## src/sv/hud_pkg.sv

```systemverilog
// ----------------------------------------------------------------------------
// hud_pkg
// Types and constants of the H4 UART deframer.
// ----------------------------------------------------------------------------
`timescale 1ns / 1ps

package hud_pkg;

  // H4 packet type bytes
  localparam logic [7:0] TYPE_EVENT = 8'h04;
  localparam logic [7:0] TYPE_ACL   = 8'h02;

  // packet kinds as emitted
  localparam logic KIND_EVENT = 1'b0;
  localparam logic KIND_ACL   = 1'b1;

  // header positions
  localparam logic [1:0] HDR_LAST_EVENT = 2'd1;
  localparam logic [1:0] HDR_LAST_ACL   = 2'd3;
  localparam logic [1:0] HDR_LEN_LOW    = 2'd2;

  localparam logic [15:0] MAX_PAYLOAD_RESET = 16'd1024;

  // front parser phase
  typedef enum logic [1:0] {
    PH_TYPE = 2'd0,
    PH_HDR  = 2'd1,
    PH_PAY  = 2'd2,
    PH_SKIP = 2'd3
  } phase_t;

  // one result byte with its marks
  typedef struct packed {
    logic [7:0] out_byte;
    logic       packet_kind;
    logic       first_byte;
    logic       last_byte;
    logic       oversize_error;
  } hud_item_t;

  // queue status seen by front and back
  typedef struct packed {
    logic full;
    logic not_empty;
  } hud_q_status_t;

endpackage

```

## src/sv/hud_front.sv

```systemverilog
// ----------------------------------------------------------------------------
// hud_front
// Accepts received bytes, tracks the H4 framing and pushes result bytes.
// ----------------------------------------------------------------------------
`timescale 1ns / 1ps

module hud_front (
  input  logic                clk,
  input  logic                rst,
  input  logic                in_valid,
  input  logic [7:0]          in_byte,
  output logic                in_stall,
  input  logic [15:0]         max_payload,
  input  hud_pkg::hud_q_status_t q_status,
  output logic                push,
  output hud_pkg::hud_item_t  push_item
);
  import hud_pkg::*;

  phase_t      phase, phase_next;
  logic        kind_reg, kind_reg_next;
  logic [1:0]  header_index, header_index_next;
  logic [7:0]  length_low, length_low_next;
  logic [15:0] bytes_left, bytes_left_next;

  logic        accept;
  logic [1:0]  hdr_last;
  logic        hdr_end;
  logic [15:0] len;
  logic        too_long;
  logic        len_zero;
  logic        count_end;

  // accept whenever the queue has room
  assign in_stall = q_status.full;
  assign accept   = in_valid && !q_status.full;

  // header decode
  assign hdr_last  = kind_reg ? HDR_LAST_ACL : HDR_LAST_EVENT;
  assign hdr_end   = (header_index == hdr_last);
  assign len       = kind_reg ? {in_byte, length_low} : {8'h00, in_byte};
  assign too_long  = (len > max_payload);
  assign len_zero  = (len == 16'd0);
  assign count_end = (bytes_left == 16'd1);

  // next phase
  always_comb begin
    phase_next = phase;
    if (accept) begin
      unique case (phase)
        PH_TYPE: begin
          if (in_byte == TYPE_EVENT || in_byte == TYPE_ACL) phase_next = PH_HDR;
        end
        PH_HDR: begin
          if (hdr_end) begin
            priority if (too_long) phase_next = PH_SKIP;
            else if (len_zero)     phase_next = PH_TYPE;
            else                   phase_next = PH_PAY;
          end
        end
        PH_PAY, PH_SKIP: begin
          if (count_end) phase_next = PH_TYPE;
        end
        default: phase_next = PH_TYPE;
      endcase
    end
  end

  // next header and length state
  always_comb begin
    kind_reg_next     = kind_reg;
    header_index_next = header_index;
    length_low_next   = length_low;
    bytes_left_next   = bytes_left;
    if (accept) begin
      unique case (phase)
        PH_TYPE: begin
          if (in_byte == TYPE_EVENT) begin
            kind_reg_next     = KIND_EVENT;
            header_index_next = 2'd0;
          end else if (in_byte == TYPE_ACL) begin
            kind_reg_next     = KIND_ACL;
            header_index_next = 2'd0;
          end
        end
        PH_HDR: begin
          if (kind_reg && header_index == HDR_LEN_LOW) length_low_next = in_byte;
          if (hdr_end) begin
            header_index_next = 2'd0;
            bytes_left_next   = len;
          end else begin
            header_index_next = header_index + 2'd1;
          end
        end
        PH_PAY, PH_SKIP: bytes_left_next = bytes_left - 16'd1;
        default: ;
      endcase
    end
  end

  // result byte towards the queue
  always_comb begin
    push                     = 1'b0;
    push_item.out_byte       = in_byte;
    push_item.packet_kind    = kind_reg;
    push_item.first_byte     = 1'b0;
    push_item.last_byte      = 1'b0;
    push_item.oversize_error = 1'b0;
    unique case (phase)
      PH_HDR: begin
        push                     = accept;
        push_item.first_byte     = (header_index == 2'd0);
        push_item.last_byte      = hdr_end && (too_long || len_zero);
        push_item.oversize_error = hdr_end && too_long;
      end
      PH_PAY: begin
        push                = accept;
        push_item.last_byte = count_end;
      end
      default: ;
    endcase
  end

  // state registers
  always_ff @(posedge clk) begin
    if (rst) begin
      phase        <= PH_TYPE;
      kind_reg     <= KIND_EVENT;
      header_index <= 2'd0;
      length_low   <= 8'd0;
      bytes_left   <= 16'd0;
    end else begin
      phase        <= phase_next;
      kind_reg     <= kind_reg_next;
      header_index <= header_index_next;
      length_low   <= length_low_next;
      bytes_left   <= bytes_left_next;
    end
  end

endmodule

```

## src/sv/hud_queue.sv

```systemverilog
// ----------------------------------------------------------------------------
// hud_queue
// Two-entry queue of result bytes between the parser and the output stage.
// ----------------------------------------------------------------------------
`timescale 1ns / 1ps

module hud_queue (
  input  logic                   clk,
  input  logic                   rst,
  input  logic                   push,
  input  hud_pkg::hud_item_t     push_item,
  input  logic                   pop,
  output hud_pkg::hud_item_t     pop_item,
  output hud_pkg::hud_q_status_t status
);
  import hud_pkg::*;

  localparam int Depth = 2;

  hud_item_t  entry [Depth];
  logic       wr_ptr, rd_ptr;
  logic [1:0] count;

  assign pop_item         = entry[rd_ptr];
  assign status.full      = (count == 2'(Depth));
  assign status.not_empty = (count != 2'd0);

  // payload storage
  always_ff @(posedge clk) begin
    if (push) entry[wr_ptr] <= push_item;
  end

  // pointers and fill count
  always_ff @(posedge clk) begin
    if (rst) begin
      wr_ptr <= 1'b0;
      rd_ptr <= 1'b0;
      count  <= 2'd0;
    end else begin
      if (push) wr_ptr <= ~wr_ptr;
      if (pop)  rd_ptr <= ~rd_ptr;
      unique case ({push, pop})
        2'b10:   count <= count + 2'd1;
        2'b01:   count <= count - 2'd1;
        default: count <= count;
      endcase
    end
  end

endmodule

```

## src/sv/hud_back.sv

```systemverilog
// ----------------------------------------------------------------------------
// hud_back
// Output register that drains the queue onto the result channel.
// ----------------------------------------------------------------------------
`timescale 1ns / 1ps

module hud_back (
  input  logic                   clk,
  input  logic                   rst,
  input  hud_pkg::hud_q_status_t q_status,
  input  hud_pkg::hud_item_t     q_item,
  output logic                   pop,
  output logic                   out_valid,
  input  logic                   out_stall,
  output logic [7:0]             out_byte,
  output logic                   packet_kind,
  output logic                   first_byte,
  output logic                   last_byte,
  output logic                   oversize_error
);
  import hud_pkg::*;

  hud_item_t hold;

  // load when the register is empty or its transaction completes
  assign pop = q_status.not_empty && (!out_valid || !out_stall);

  always_ff @(posedge clk) begin
    if (rst) begin
      out_valid <= 1'b0;
    end else if (!out_valid || !out_stall) begin
      out_valid <= q_status.not_empty;
    end
  end

  always_ff @(posedge clk) begin
    if (pop) hold <= q_item;
  end

  assign out_byte       = hold.out_byte;
  assign packet_kind    = hold.packet_kind;
  assign first_byte     = hold.first_byte;
  assign last_byte      = hold.last_byte;
  assign oversize_error = hold.oversize_error;

endmodule

```

## src/sv/hci_uart_h4_deframer.sv

```systemverilog
// A result byte passes through the queue entry and then the output register.
// Throughput: one byte per cycle while the queue is not full.
// The output register and a two-entry queue hold up to three result bytes; once the queue
// is full the input stalls. Type bytes and skipped payload bytes produce no result.
// Reset (rst, synchronous) empties the queue and output, and sets max_payload to 1024.
// ----------------------------------------------------------------------------
// hci_uart_h4_deframer
// Cuts a received UART byte stream into HCI H4 event and ACL packets.
// ----------------------------------------------------------------------------
`timescale 1ns / 1ps

module hci_uart_h4_deframer (
  input  logic        clk,
  input  logic        rst,
  input  logic        cfg_valid,
  output logic        cfg_ready,
  input  logic [15:0] cfg_data,
  input  logic        in_valid,
  output logic        in_stall,
  input  logic [7:0]  in_byte,
  output logic        out_valid,
  input  logic        out_stall,
  output logic [7:0]  out_byte,
  output logic        packet_kind,
  output logic        first_byte,
  output logic        last_byte,
  output logic        oversize_error
);
  import hud_pkg::*;

  logic          [15:0] max_payload;
  hud_q_status_t        q_status;
  hud_item_t            push_item, pop_item;
  logic                 push, pop;

  // configuration register
  assign cfg_ready = 1'b1;

  always_ff @(posedge clk) begin
    if (rst) begin
      max_payload <= MAX_PAYLOAD_RESET;
    end else if (cfg_valid && cfg_ready) begin
      max_payload <= cfg_data;
    end
  end

  hud_front u_front (
    .clk         (clk),
    .rst         (rst),
    .in_valid    (in_valid),
    .in_byte     (in_byte),
    .in_stall    (in_stall),
    .max_payload (max_payload),
    .q_status    (q_status),
    .push        (push),
    .push_item   (push_item)
  );

  hud_queue u_queue (
    .clk       (clk),
    .rst       (rst),
    .push      (push),
    .push_item (push_item),
    .pop       (pop),
    .pop_item  (pop_item),
    .status    (q_status)
  );

  hud_back u_back (
    .clk            (clk),
    .rst            (rst),
    .q_status       (q_status),
    .q_item         (pop_item),
    .pop            (pop),
    .out_valid      (out_valid),
    .out_stall      (out_stall),
    .out_byte       (out_byte),
    .packet_kind    (packet_kind),
    .first_byte     (first_byte),
    .last_byte      (last_byte),
    .oversize_error (oversize_error)
  );

endmodule

```

## config.mk

```make
export PLATFORM = sky130hd
export DESIGN_NAME = hci_uart_h4_deframer
export DESIGN_NICKNAME = d
export VERILOG_FILES = /design/src/sv/hud_pkg.sv /design/src/sv/hud_front.sv /design/src/sv/hud_queue.sv /design/src/sv/hud_back.sv /design/src/sv/hci_uart_h4_deframer.sv
export SDC_FILE = /design/constraint.sdc
export NUM_CORES = 1
export LEC_CHECK = 0
export ABC_AREA = 1
export BUFFER_PORTS_ARGS = -buffer_cell sky130_fd_sc_hd__buf_2
export CAP_MARGIN = 20
export CORE_MARGIN = 5
export CORE_UTILIZATION = 30
export DETAILED_ROUTE_END_ITERATION = 8
export GPL_TIMING_DRIVEN = 0
export PLACE_DENSITY_LB_ADDON = 0.1
export SETUP_SLACK_MARGIN = 0.02
export SYNTH_ARGS = -nofsm -noshare
export SYNTH_HDL_FRONTEND = slang
export SYNTH_HIERARCHICAL = 1
export SYNTH_SLANG_ARGS = --single-unit
```

## constraint.sdc

```tcl
create_clock -name clk -period 2.4 [get_ports clk]
set_input_delay 0.6 -clock clk [delete_from_list [all_inputs] [get_ports clk]]
set_output_delay 0.6 -clock clk [all_outputs]
set_load 0.03 [all_outputs]
```

==> results of run 1 <==
synthesized netlist by cell type:
master / number
sky130_fd_sc_hd__a211oi_1: 3
sky130_fd_sc_hd__a21o_1: 1
sky130_fd_sc_hd__a21oi_1: 40
sky130_fd_sc_hd__a21oi_2: 5
sky130_fd_sc_hd__a21oi_4: 1
sky130_fd_sc_hd__a31oi_1: 3
sky130_fd_sc_hd__buf_1: 1
sky130_fd_sc_hd__buf_2: 5
sky130_fd_sc_hd__buf_4: 13
sky130_fd_sc_hd__buf_6: 6
sky130_fd_sc_hd__clkbuf_1: 3
sky130_fd_sc_hd__clkinv_2: 1
sky130_fd_sc_hd__conb_1: 1
sky130_fd_sc_hd__dfxtp_1: 51
sky130_fd_sc_hd__edfxtp_1: 36
sky130_fd_sc_hd__ha_1: 25
sky130_fd_sc_hd__inv_1: 99
sky130_fd_sc_hd__inv_2: 3
sky130_fd_sc_hd__mux2_2: 2
sky130_fd_sc_hd__mux2_4: 10
sky130_fd_sc_hd__nand2_1: 128
sky130_fd_sc_hd__nand2_2: 1
sky130_fd_sc_hd__nand2_4: 1
sky130_fd_sc_hd__nand3_1: 17
sky130_fd_sc_hd__nand3_2: 1
sky130_fd_sc_hd__nand4_1: 6
sky130_fd_sc_hd__nor2_1: 82
sky130_fd_sc_hd__nor2_2: 5
sky130_fd_sc_hd__nor3_1: 6
sky130_fd_sc_hd__nor3_2: 1
sky130_fd_sc_hd__nor4_1: 1
sky130_fd_sc_hd__o211ai_2: 2
sky130_fd_sc_hd__o21a_1: 2
sky130_fd_sc_hd__o21ai_0: 31
sky130_fd_sc_hd__o21ai_1: 6
sky130_fd_sc_hd__o21ai_2: 2
sky130_fd_sc_hd__o31ai_1: 1
sky130_fd_sc_hd__or2_1: 1
sky130_fd_sc_hd__or3_1: 1
sky130_fd_sc_hd__xnor2_1: 1
sky130_fd_sc_hd__xor2_1: 3
cell type report:
| type | count | area [um2] | area share |
|---|---|---|---|
| Buffer | 28 | 215 | 0.0378 |
| Clock buffer | 9 | 225 | 0.0396 |
| Clock inverter | 7 | 100 | 0.0176 |
| Inverter | 103 | 388 | 0.0681 |
| Multi-Input combinational cell | 390 | 2170 | 0.381 |
| Sequential cell | 87 | 2100 | 0.369 |
| Tap cell | 216 | 270 | 0.0475 |
| Timing Repair Buffer | 44 | 225 | 0.0396 |
layout by cell type (no fill, tap or decap), types with 15 or more instances in the layout:
cell and instances:
sky130_fd_sc_hd__edfxtp_1 36, sky130_fd_sc_hd__dfxtp_1 51, sky130_fd_sc_hd__buf_2 46, sky130_fd_sc_hd__a21oi_1 38, sky130_fd_sc_hd__nor2_1 81, sky130_fd_sc_hd__nand2_1 124
sky130_fd_sc_hd__ha_1 24, sky130_fd_sc_hd__nand3_1 15, sky130_fd_sc_hd__inv_1 97, sky130_fd_sc_hd__o21ai_0 28
worst max path at each step:
| stage | to | depth (start not counted) | slack, ps |
|---|---|---|---|
| after floorplan | u_queue/count[1]$_SDFFE_PP0P_ | 7 | 270 |
| after global placement | u_queue/entry[0][1]$_DFFE_PP_ | 12 | -320 |
| after detailed placement | u_queue/entry[1][1]$_DFFE_PP_ | 12 | -410 |
| after CTS | u_queue/entry[1][1]$_DFFE_PP_ | 12 | 30 |
| after global routing | u_front/phase[1]$_SDFFE_PP0P_ | 14 | 40 |
| final | u_queue/entry[1][1]$_DFFE_PP_ | 12 | 210 |
power by group:
| part | leakage (nW) | internal [mW] | switching, mW | total [mW] |
|---|---|---|---|---|
| logic | 1.70 | 0.274 | 0.493 | 0.767 |
| registers | 0.742 | 1.68 | 0.0441 | 1.73 |
| clock network | 0.161 | 0.923 | 0.611 | 1.53 |
| total | 2.60 | 2.88 | 1.15 | 4.03 |
critical path: stages (launching register included):
cell and delay [ps]:
sky130_fd_sc_hd__dfxtp_1 320, sky130_fd_sc_hd__buf_6 140, sky130_fd_sc_hd__buf_6 140, sky130_fd_sc_hd__buf_6 140
sky130_fd_sc_hd__nand2_1 110, sky130_fd_sc_hd__inv_1 50, sky130_fd_sc_hd__ha_1 290, sky130_fd_sc_hd__nand2_1 120
sky130_fd_sc_hd__nor3_4 240, sky130_fd_sc_hd__nand2_1 90, sky130_fd_sc_hd__nand2_2 110, sky130_fd_sc_hd__nand3_2 100
sky130_fd_sc_hd__a21oi_2 180
cell families after synthesis:
logic type	share of synthesized area
adders and majority gates	0.0651
buffers and inverters	0.123
DFF	0.437
xor gates and xnor gates	0.00729
other	0.000780
AOI/OAI and AO/OA	0.116
and+or+nand+nor	0.214
muxes	0.0359
stage by stage:
step           TNS [ps]  instance area (um2)  hold slack (ps)   util
2_1_floorplan         0                 4810              428      -
3_3_place_gp      -3980                 5290              448  0.334
3_5_place_dp      -3930                 5300              455  0.335
4_1_cts               0                 5640              449  0.357
5_1_grt               0                 5690              482  0.360
6_report              0                 5690              463  0.360
routing by layer:
| layer | vias to the layer above | GRT usage | part of all wire |
|---|---|---|---|
| met1 | 1745 | 0.153 | 0.45 |
| li1 | 2034 | - | - |
| met5 | - | 0 | 0 |
| met4 | 0 | 0.0661 | 0.032 |
| met3 | 21 | 0.0213 | 0.039 |
| met2 | 67 | 0.216 | 0.48 |
timing repair:
item | 4_1_cts | 5_1_grt
pin swaps | 2 | 4
buffers inserted | 0 | 0
setup endpoints to repair | 5 | 6
gates resized for setup | 7 | 13
==> metrics.yaml, run 1 <==
synthesis:
  synth_area_leaders: "sky130_fd_sc_hd__edfxtp_1, sky130_fd_sc_hd__dfxtp_1, sky130_fd_sc_hd__nand2_1"
  yosysWarningCount: 6
  yosysUniqueCellTypes: 41
  synth_top_cell_area_share: 0.225
  avgSynthCellArea_um2: 7.91
  ys_seq_elements: 87
  synthCells: 608
  yosysSeqAreaShare: 0.437
  netlist.top_cell.by_area: "sky130_fd_sc_hd__edfxtp_1"
  synth_area_mm2: 0.00481
  synthesis.nets: 662
cts:
  clockBufferDepth: 2
  cts_clk_pin_slew_worst_paths_ps: 60
  clkLatencyLatePin_ps: 340
  tritoncts: "done"
  cts-root-buf: "sky130_fd_sc_hd__clkbuf_16"
  tritoncts.num_buffers: 9
  tritoncts_num_sinks: 87
  holdBufCountCts: 0
  htreeDepth: 3
sta:
  final.period_utilization: 0.914
  rsz_0062_raised_after_global_routing: "false"
  hold_viol_final: 0
  report.final.setup_viol: 0
  fin_worst_setup_slack_ps: 206
  final.setup_skew_ps: 5.18
  max_freq_mhz: 456
  report.final.slew_viol_count: 0
  finalCriticalPeriod_ps: 2190
  worst-slew-pin-transition_ps: 613
  timing.max_slew.rel_slack: 0.591
setup_path:
  rr_worst_depth: 12
  worst_setup_path_start_kind: "flop"
  timing.critical_path.from: "u_front/kind_reg$_SDFFE_PP0P_"
  cp_data_arrival_time_ps: 2380
  worst_r2r_endpoint: "u_queue/entry[1][1]$_DFFE_PP_"
  r2r_slack_ps: 210
  critical_path.endpoint_type: "flop"
  crit_path_max_fanout: 10
  critical_path.reg2reg.startpoint: "u_front/kind_reg$_SDFFE_PP0P_"
  timing_worst_setup_path_type: "flop to flop"
  worst-endpoint-required_ps: 2590
placement:
  dp.final_hpwl_um: 8740
  placement.setup.worst_slack_ps: -409
  place.detailed.instances: 867
  finalWeightedCongestion: 0.847
  port_buffers: 42
drt:
  routed_wire_length_per_instance_um: 12.7
  firstDrtPassIters: 4
  vias: 3867
  drt-vias-per-instance: 4.37
  detail_route.drc_violations: 0
  antenna_viol_nets_final: 0
  drt_iter0_drc: 237
  detail_route.wirelength_um: 11200
power:
  power.static_leakage_nw: 2.60
  worst_ir_drop_vdd_mv: 0.359
  power.density_cell_area_mw_per_mm2: 708
  post-layout-total-power_mw: 4.03
grt:
  grt_overflow_total: 0
  grt_max_degree: 17
  via_count_of_the_first_global_routing_pass: 3831
  grt_first_pass_wirelength_um: 18400
  antenna_violations_before_repair: 0
  grt_usage: 0.127
layout:
  nNetsFinal: 717
  drive_above_1_share: 0.198
  largest_registers: "u_queue/entry: 24 flops, max_payload: 16 flops, u_front/bytes_left: 16 flops"
  post_route_insts_no_fill: 884
  fill_cells: 1713
  area_delta_synth_final_pct: 18.4
  largest_reg_flops: 24
  diodes: 0
  largest-register: "u_queue/entry"
flow_run:
  max-cap-violations: 0
die:
  chipHeight_um: 137
  die-area_mm2: 0.0187
  num_rows: 46
  die_width_um: 137
  core_region_area_mm2: 0.0158
  initial_utilization: 0.304
  design.portCount: 44
min_path:
  timing.hold.worst.class: "flop to flop"
  holdPathStages: 2
  holdPathEnd: "u_front/length_low[7]$_SDFFE_PP0P_"
  hold_start: "u_front/length_low[7]$_SDFFE_PP0P_"
run_status:
  status: "complete, no violations"
Power figures use the tool's default switching activity.
==> run 2, diff against run 1 <==
--- a/config.mk
+++ b/config.mk
@@ -12,7 +12,6 @@
 export CORE_UTILIZATION = 30
 export DETAILED_ROUTE_END_ITERATION = 8
 export GPL_TIMING_DRIVEN = 0
-export PLACE_DENSITY_LB_ADDON = 0.1
 export SETUP_SLACK_MARGIN = 0.02
 export SYNTH_ARGS = -nofsm -noshare
 export SYNTH_HDL_FRONTEND = slang
==> run 2 against run 1 <==
Combinational power hardly changed; final cell count is 0.11% lower; global-route usage is 0.99 points lower; register-to-register slack worse by 50 ps; setup slack worse by 46 ps; first-iteration DRC count is 6.3% lower; wire length is 9.4% lower; largest power group unchanged.
==> metrics.yaml, run 2 (synthesized netlist as in run 1, its figures left out) <==
sta:
  worst-slew-pin-transition_ps: 605  # -8.72 ps
  final.period_utilization: 0.933  # +0.0190
  final.setup_skew_ps: 9.22  # +4.04 ps
  rsz_0062_raised_after_global_routing: "false"
  max_freq_mhz: 447  # -2.0%
  finalCriticalPeriod_ps: 2240  # +45.5 ps
  hold_viol_final: 0  # unchanged
  totalNegativeSetupSlack_ps: 0  # unchanged
  timing.max_slew.rel_slack: 0.597  # +0.00538
  report.final.setup_viol: 0  # unchanged
  fin_worst_setup_slack_ps: 161  # -45.5 ps
  report.final.slew_viol_count: 0  # unchanged
layout:
  area_delta_synth_final_pct: 17.6
  drive_above_1_share: 0.193  # -0.00420
  commonest_cells_after_routing_fill_and_taps_aside: "sky130_fd_sc_hd__nand2_1, sky130_fd_sc_hd__inv_1, sky130_fd_sc_hd__nor2_1, sky130_fd_sc_hd__dfxtp_1, sky130_fd_sc_hd__buf_2"
  post_route_insts_no_fill: 883  # -0.11%
  largest-register: "u_queue/entry"
  nNetsFinal: 716  # -0.14%
  multiInputGateArea_mm2: 0.00215  # -0.64%
  diodes: 0  # unchanged
  final_common_cell: "sky130_fd_sc_hd__nand2_1"
  largest_reg_flops: 24  # unchanged
  fill_cells: 1682  # -1.8%
  regArea_mm2: 0.00210  # unchanged
  largest_registers: "u_queue/entry: 24 flops, max_payload: 16 flops, u_front/bytes_left: 16 flops"
cts:
  clkLatencyLatePin_ps: 350  # about the same
  tritoncts: "done"
  htreeDepth: 3  # unchanged
  cts_clk_pin_slew_worst_paths_ps: 60  # about the same
  tritoncts_num_sinks: 87  # unchanged
  cts-root-buf: "sky130_fd_sc_hd__clkbuf_16"
  tritoncts.num_buffers: 9  # unchanged
  clockBufferDepth: 2  # unchanged
  cts_setup_buffers: 0  # unchanged
setup_path:
  rr_worst_depth: 11  # -1
  crit_path_cell_trace: "buf_6 > buf_4 > buf_4 > nand2_1 > inv_2 > ha_1 > nand4_1 > nor3_4 > nand3_2 > nand3_2 > a21oi_2"
  critical_path.endpoint_type: "flop"
  delay_contributed_by_the_slowest_stage_of_the_critical_path_ps: 320  # about the same
  worst_setup_path_start_kind: "flop"
  cp_data_arrival_time_ps: 2330  # -50 ps
  worst-endpoint-required_ps: 2490  # -100 ps
  timing.critical_path.max_delay_family: "simple AND/OR/NAND/NOR gates"
  crit_path_max_fanout: 10  # unchanged
  timing_worst_setup_path_type: "flop to flop"
  crit_path_top_delay_cell: "sky130_fd_sc_hd__dfxtp_1"
  worst-path-stages: 11  # -1
  worstPathBufferInverterCount: 4  # unchanged
placement:
  port_buffers: 42  # unchanged
  dp.final_hpwl_um: 7810  # -11%
  placement.setup.worst_slack_ps: -241  # +168 ps
  place.detailed.instances: 867  # unchanged
  finalWeightedCongestion: 0.815  # -3.8%
min_path:
  holdPathStages: 2  # unchanged
  timing.hold.worst.class: "flop to flop"
die:
  core_region_area_mm2: 0.0158  # unchanged
  die-area_mm2: 0.0187  # unchanged
  design.portCount: 44  # unchanged
  initial_utilization: 0.304  # unchanged
  chipHeight_um: 137  # unchanged
  num_rows: 46  # unchanged
  die_width_um: 137  # unchanged
grt:
  grt_max_degree: 16  # -1
  grt_overflow_total: 0  # unchanged
  antenna_violations_before_repair: 0  # unchanged
  grt_first_pass_wirelength_um: 17100  # -7.0%
  grt_usage: 0.117  # -0.00989
  via_count_of_the_first_global_routing_pass: 3607  # -5.8%
power:
  post-layout-total-power_mw: 3.94  # -2.1%
  power.density_cell_area_mw_per_mm2: 697  # -1.5%
  power.static_leakage_nw: 2.58  # -0.79%
  worst_ir_drop_vdd_mv: 0.406  # +13%
drt:
  drt-vias-per-instance: 4.29  # -1.9%
  drt_iter0_drc: 222  # -6.3%
  antenna_viol_nets_final: 0  # unchanged
  detail_route.drc_violations: 0  # unchanged
  firstDrtPassIters: 4  # unchanged
  detail_route.wirelength_um: 10100  # -9.4%
  routed_wire_length_per_instance_um: 11.5  # -9.3%
  vias: 3790  # -2.0%
flow_run:
  max-cap-violations: 0  # unchanged
run_status:
  status: "complete, no violations"
run 2: cell count changes in the layout (fill, tap and decap cells not counted), sizes merged:
cell and delta:
clkinvlp +2, bufinv -1, inv -1, clkbuf +2, buf -1, clkinv -2
run 2: layout make-up:
| cell class | instances | share of cell area |
|---|---|---|
| Tap cell | 216 | 0.0478 |
| Clock buffer | 11 | 0.0447 |
| Multi-Input combinational cell | 390 | 0.381 |
| Inverter | 103 | 0.0686 |
| Clock inverter | 5 | 0.0111 |
| Sequential cell | 87 | 0.372 |
| Timing Repair Buffer | 43 | 0.0385 |
| Buffer | 28 | 0.0367 |
run 2: final timing paths:
kind | to | slack [ps] | from
max | u_queue/entry[0][1]$_DFFE_PP_ | 160 | u_front/kind_reg$_SDFFE_PP0P_
min | u_front/length_low[7]$_SDFFE_PP0P_ | 450 | u_front/length_low[7]$_SDFFE_PP0P_
max reg2reg | u_queue/entry[0][1]$_DFFE_PP_ | 160 | u_front/kind_reg$_SDFFE_PP0P_
min reg2reg | u_front/length_low[7]$_SDFFE_PP0P_ | 450 | u_front/length_low[7]$_SDFFE_PP0P_
run 2: tightest hold or removal path, delay by kind of cell, from the launching register on:
kind	cells	cell delay [ps]
AO/OA/AOI/OAI	1	50
buffers and inverters	1	60
flip-flops	1	300
run 2: report_power, final:
group	internal, mW	switching, mW
Combinational	0.273	0.492
Sequential	1.68	0.0412
Clock	0.870	0.582
run 2: repair_timing:
item                                    in CTS  in global routing
endpoints found under the setup margin       5                 18
resized for setup                            2                 13
hold buffers                                 0                  0
run 2: through the flow:
stage	utilization	area, um2	hold WS (ps)
floorplan	-	4810	428
global placement	0.334	5290	440
detailed placement	0.335	5300	443
CTS	0.355	5620	458
global route	0.357	5650	478
finish	0.357	5650	455
run 2: metal layers:
metal | global-route usage | vias up | share of wire
li1 | - | 2031 | -
met1 | 0.153 | 1681 | 0.48
met2 | 0.187 | 66 | 0.45
met3 | 0.0287 | 12 | 0.051
met4 | 0.0431 | 0 | 0.019
met5 | 0 | - | 0
==> run 3, diff against run 2 <==
--- a/config.mk
+++ b/config.mk
@@ -5,7 +5,6 @@
 export SDC_FILE = /design/constraint.sdc
 export NUM_CORES = 1
 export LEC_CHECK = 0
-export ABC_AREA = 1
 export BUFFER_PORTS_ARGS = -buffer_cell sky130_fd_sc_hd__buf_2
 export CAP_MARGIN = 20
 export CORE_MARGIN = 5
==> run 3 against run 2 <==
Combinational power shrank 24%; area after synthesis shrank 6.4%; clock skew shrank 4.5 ps; hold slack gained 17 ps; final cell count shrank 21%; the run now ends with setup timing left; synthesized cell count shrank 26%.
==> metrics.yaml, run 3 <==
synthesis:
  synth_top_cells_by_count: "sky130_fd_sc_hd__nor2_1, sky130_fd_sc_hd__dfxtp_1, sky130_fd_sc_hd__edfxtp_1, sky130_fd_sc_hd__inv_1"
  synth_top_cell_area_share: 0.240  # +0.0153
  netlist.top_cell.by_area: "sky130_fd_sc_hd__edfxtp_1"
  synth_flop_cell: "sky130_fd_sc_hd__dfxtp_1"
  ys_seq_elements: 87  # unchanged
  synthesis.nets: 504  # -24%
  synth_area_mm2: 0.00450  # -6.4%
  yosysMostFrequentCell: "sky130_fd_sc_hd__nor2_1"
  synth_compound_area_frac: 0.120  # +0.00403
  yosysWarningCount: 6  # unchanged
  yosysUniqueCellTypes: 58  # +41%
  synth_enable_flop_cells: 36  # unchanged
  yosysSeqAreaShare: 0.467  # +0.0298
  yosys-mux-area-fraction: 0.108  # +0.0719
  adder_cell_share_of_the_synthesized_area: 0.0695  # +0.00443
  avgSynthCellArea_um2: 10.0  # +26%
  synth-async-reset-ratio: 0  # unchanged
  synth_xor_xnor_area_share: 0.0117  # +0.00439
  synth_simple_gate_area_share: 0.160  # -0.0544
  synth_area_leaders: "sky130_fd_sc_hd__edfxtp_1, sky130_fd_sc_hd__dfxtp_1, sky130_fd_sc_hd__ha_1"
  synthCells: 450  # -26%
  synth_top_family_by_area: "simple AND/OR/NAND/NOR gates"
sta:
  rsz_0062_raised_after_global_routing: "true"
  final.period_utilization: 1.00  # +0.0690
  max_freq_mhz: 416  # -6.9%
  timing.max_slew.rel_slack: 0.555  # -0.0414
  hold_viol_final: 0  # unchanged
  hold_ws_ps: 472  # +16.8 ps
  final.setup_skew_ps: 4.75  # -4.47 ps
  fin_worst_setup_slack_ps: -5.05  # -166 ps
  totalNegativeSetupSlack_ps: -10.1  # -10.1 ps
  report.final.setup_viol: 2  # +2
  report.final.slew_viol_count: 0  # unchanged
  worst-slew-pin-transition_ps: 667  # +62.0 ps
  finalCriticalPeriod_ps: 2410  # +166 ps
placement:
  finalWeightedCongestion: 0.867  # +6.4%
  place.detailed.instances: 676  # -22%
  dp.final_hpwl_um: 7800  # -0.19%
  post_dp_cell_area_mm2: 0.00495  # -6.5%
  placement.setup.worst_slack_ps: -502  # -261 ps
  port_buffers: 41  # -2.4%
min_path:
  holdPathStages: 2  # unchanged
  timing.hold.worst.class: "input pin to flop"
drt:
  firstDrtPassIters: 5  # +1
  vias: 3458  # -8.8%
  routed_wire_length_per_instance_um: 15.2  # +32%
  drt-vias-per-instance: 4.95  # +15%
  drt_iter0_drc: 191  # -14%
  antenna_viol_nets_final: 0  # unchanged
  detail_route.wirelength_um: 10600  # +4.7%
  detail_route.drc_violations: 0  # unchanged
layout:
  area_delta_synth_final_pct: 23.5
  largest_registers: "u_queue/entry: 24 flops, max_payload: 16 flops, u_front/bytes_left: 16 flops"
  fill_cells: 1422  # -15%
  largest_reg_flops: 24  # unchanged
  design_area_mm2: 0.00556  # -1.6%
  diodes: 0  # unchanged
  finalCoreUtilization: 0.380  # +0.0225
  commonest_cells_after_routing_fill_and_taps_aside: "sky130_fd_sc_hd__nor2_1, sky130_fd_sc_hd__dfxtp_1, sky130_fd_sc_hd__buf_2, sky130_fd_sc_hd__edfxtp_1, sky130_fd_sc_hd__inv_1"
  drive_above_1_share: 0.283  # +0.0901
  largest-register: "u_queue/entry"
  nNetsFinal: 564  # -21%
  post_route_insts_no_fill: 699  # -21%
  final_common_cell: "sky130_fd_sc_hd__nor2_1"
flow_run:
  max-cap-violations: 0  # unchanged
cts:
  tritoncts.num_buffers: 9  # unchanged
  htreeDepth: 3  # unchanged
  cts_clk_pin_slew_worst_paths_ps: 60  # about the same
  tritoncts_num_sinks: 87  # unchanged
  cts-root-buf: "sky130_fd_sc_hd__clkbuf_16"
  holdBufCountCts: 0  # unchanged
  clkLatencyLatePin_ps: 340  # about the same
  tritoncts: "done"
  clockBufferDepth: 2  # unchanged
setup_path:
  worst-endpoint-required_ps: 2480  # about the same
  delay_contributed_by_the_slowest_stage_of_the_critical_path_ps: 390  # +70 ps
  crit_path_max_fanout: 6  # -4
  rr_worst_depth: 8  # -3
  worst_setup_path_start_kind: "flop"
  crit_path_cell_trace: "buf_8 > mux2_4 > ha_4 > a21oi_2 > o21ai_1 > a221o_1 > o31ai_4 > a21oi_2"
  cp_data_arrival_time_ps: 2480  # +150 ps
  critical_path.endpoint_type: "flop"
  timing_worst_setup_path_type: "flop to flop"
  path_common_cell: "sky130_fd_sc_hd__a21oi_2"
  crit_path_top_delay_cell: "sky130_fd_sc_hd__dfxtp_4"
grt:
  met2_usage_in_global_routing: 0.204  # +0.0177
  globalRouteMet3Util: 0.0342  # +0.00549
  grt_usage: 0.123  # +0.00627
  gr-usage-met1: 0.151  # -0.00177
  antenna_violations_before_repair: 0  # unchanged
  grt_first_pass_wirelength_um: 17600  # +2.9%
  via_count_of_the_first_global_routing_pass: 3493  # -3.2%
  grt_max_degree: 17  # +1
  busiest_layer: "met2"
  grt_overflow_total: 0  # unchanged
die:
  die_width_um: 132  # -3.0%
  die-area_mm2: 0.0176  # -5.9%
  chipHeight_um: 132  # -3.0%
  design.portCount: 44  # unchanged
  initial_utilization: 0.307  # +0.00362
  core_region_area_mm2: 0.0146  # -7.5%
  num_rows: 44  # -4.3%
run_status:
  failed_checks: "setup timing"
  status: "complete, but fails checks"
power:
  power_switching_mw: 0.982  # -12%
  power.share.combinational: 0.157  # -0.037
  post-layout-total-power_mw: 3.68  # -6.7%
  p_int_mw: 2.70  # -4.6%
  power.density_cell_area_mw_per_mm2: 662  # -5.1%
  power.static_leakage_nw: 2.14  # -17%
  share_clk_of_total_power: 0.387  # +0.019
  switching_fraction_of_total_power: 0.267  # -0.0160
  worst_ir_drop_vdd_mv: 0.356  # -12%
  sequential_share_of_power: 0.456  # +0.018
run 3: changes by cell type after synthesis, sizes merged, moves of 10 or more:
cell / change
mux2i: +26
nand2: -104
a21oi: -19
clkbuf: +10
nor2: -29
nand3: -10
and2: +14
inv: -75
o21ai: -17
run 3: worst max-delay path: cells and delay by family, from the launching register on:
family,cells,cell delay (ps)
buf+inv,1,130
compound gates,5,1060
flops,1,390
mux,1,330
fa+ha+maj,1,230
run 3: final timing paths:
path	start	endpoint	slack (ps)
setup / recovery	u_front/kind_reg$_SDFFE_PP0P_	u_queue/entry[0][1]$_DFFE_PP_	-5
hold / removal	cfg_data[10]	max_payload[10]$_SDFFE_PP1P_	470
hold reg to reg	u_front/bytes_left[6]$_SDFFE_PP0P_	u_front/bytes_left[6]$_SDFFE_PP0P_	500
setup reg to reg	u_front/kind_reg$_SDFFE_PP0P_	u_queue/entry[0][1]$_DFFE_PP_	-5
run 3: repair_timing:
action | CTS | global route
gates cloned | 1 | 0
endpoints found under the setup margin | 25 | 43
pin swaps | 9 | 9
setup buffers | 4 | 3
gates resized for setup | 36 | 13
run 3: layout make-up:
type	count	area [um2]	area share
plain buffers	29	203	0.0365
clock buffers	9	225	0.0405
clock inverters	7	77.6	0.0140
inverters	27	101	0.0182
multi-input cells	306	2320	0.417
flip-flops and latches	87	2110	0.379
well taps	184	230	0.0414
repair buffers	50	298	0.0536
run 3: power by group through the flow:
stage / clock, mW / combinational [mW] / sequential [mW]
floorplan: 0 / 0.296 / 1.79
global placement: 0 / 0.522 / 1.71
detailed placement: 0 / 0.543 / 1.71
CTS: 1.47 / 0.571 / 1.68
global route: 1.52 / 0.635 / 1.69
finish: 1.42 / 0.579 / 1.68
run 3: routing by layer:
metal,part of all wire,vias up
li1,-,1707
met1,0.45,1636
met2,0.47,93
met3,0.052,22
met4,0.031,0
met5,0,-
run 3: logic make-up after synthesis:
family / after synthesis
muxes: 46
and+or+nand+nor: 146
xor gates and xnor gates: 6
AOI/OAI and AO/OA: 82
buffers and inverters: 57
other: 1
adders and majority gates: 25
DFF: 87
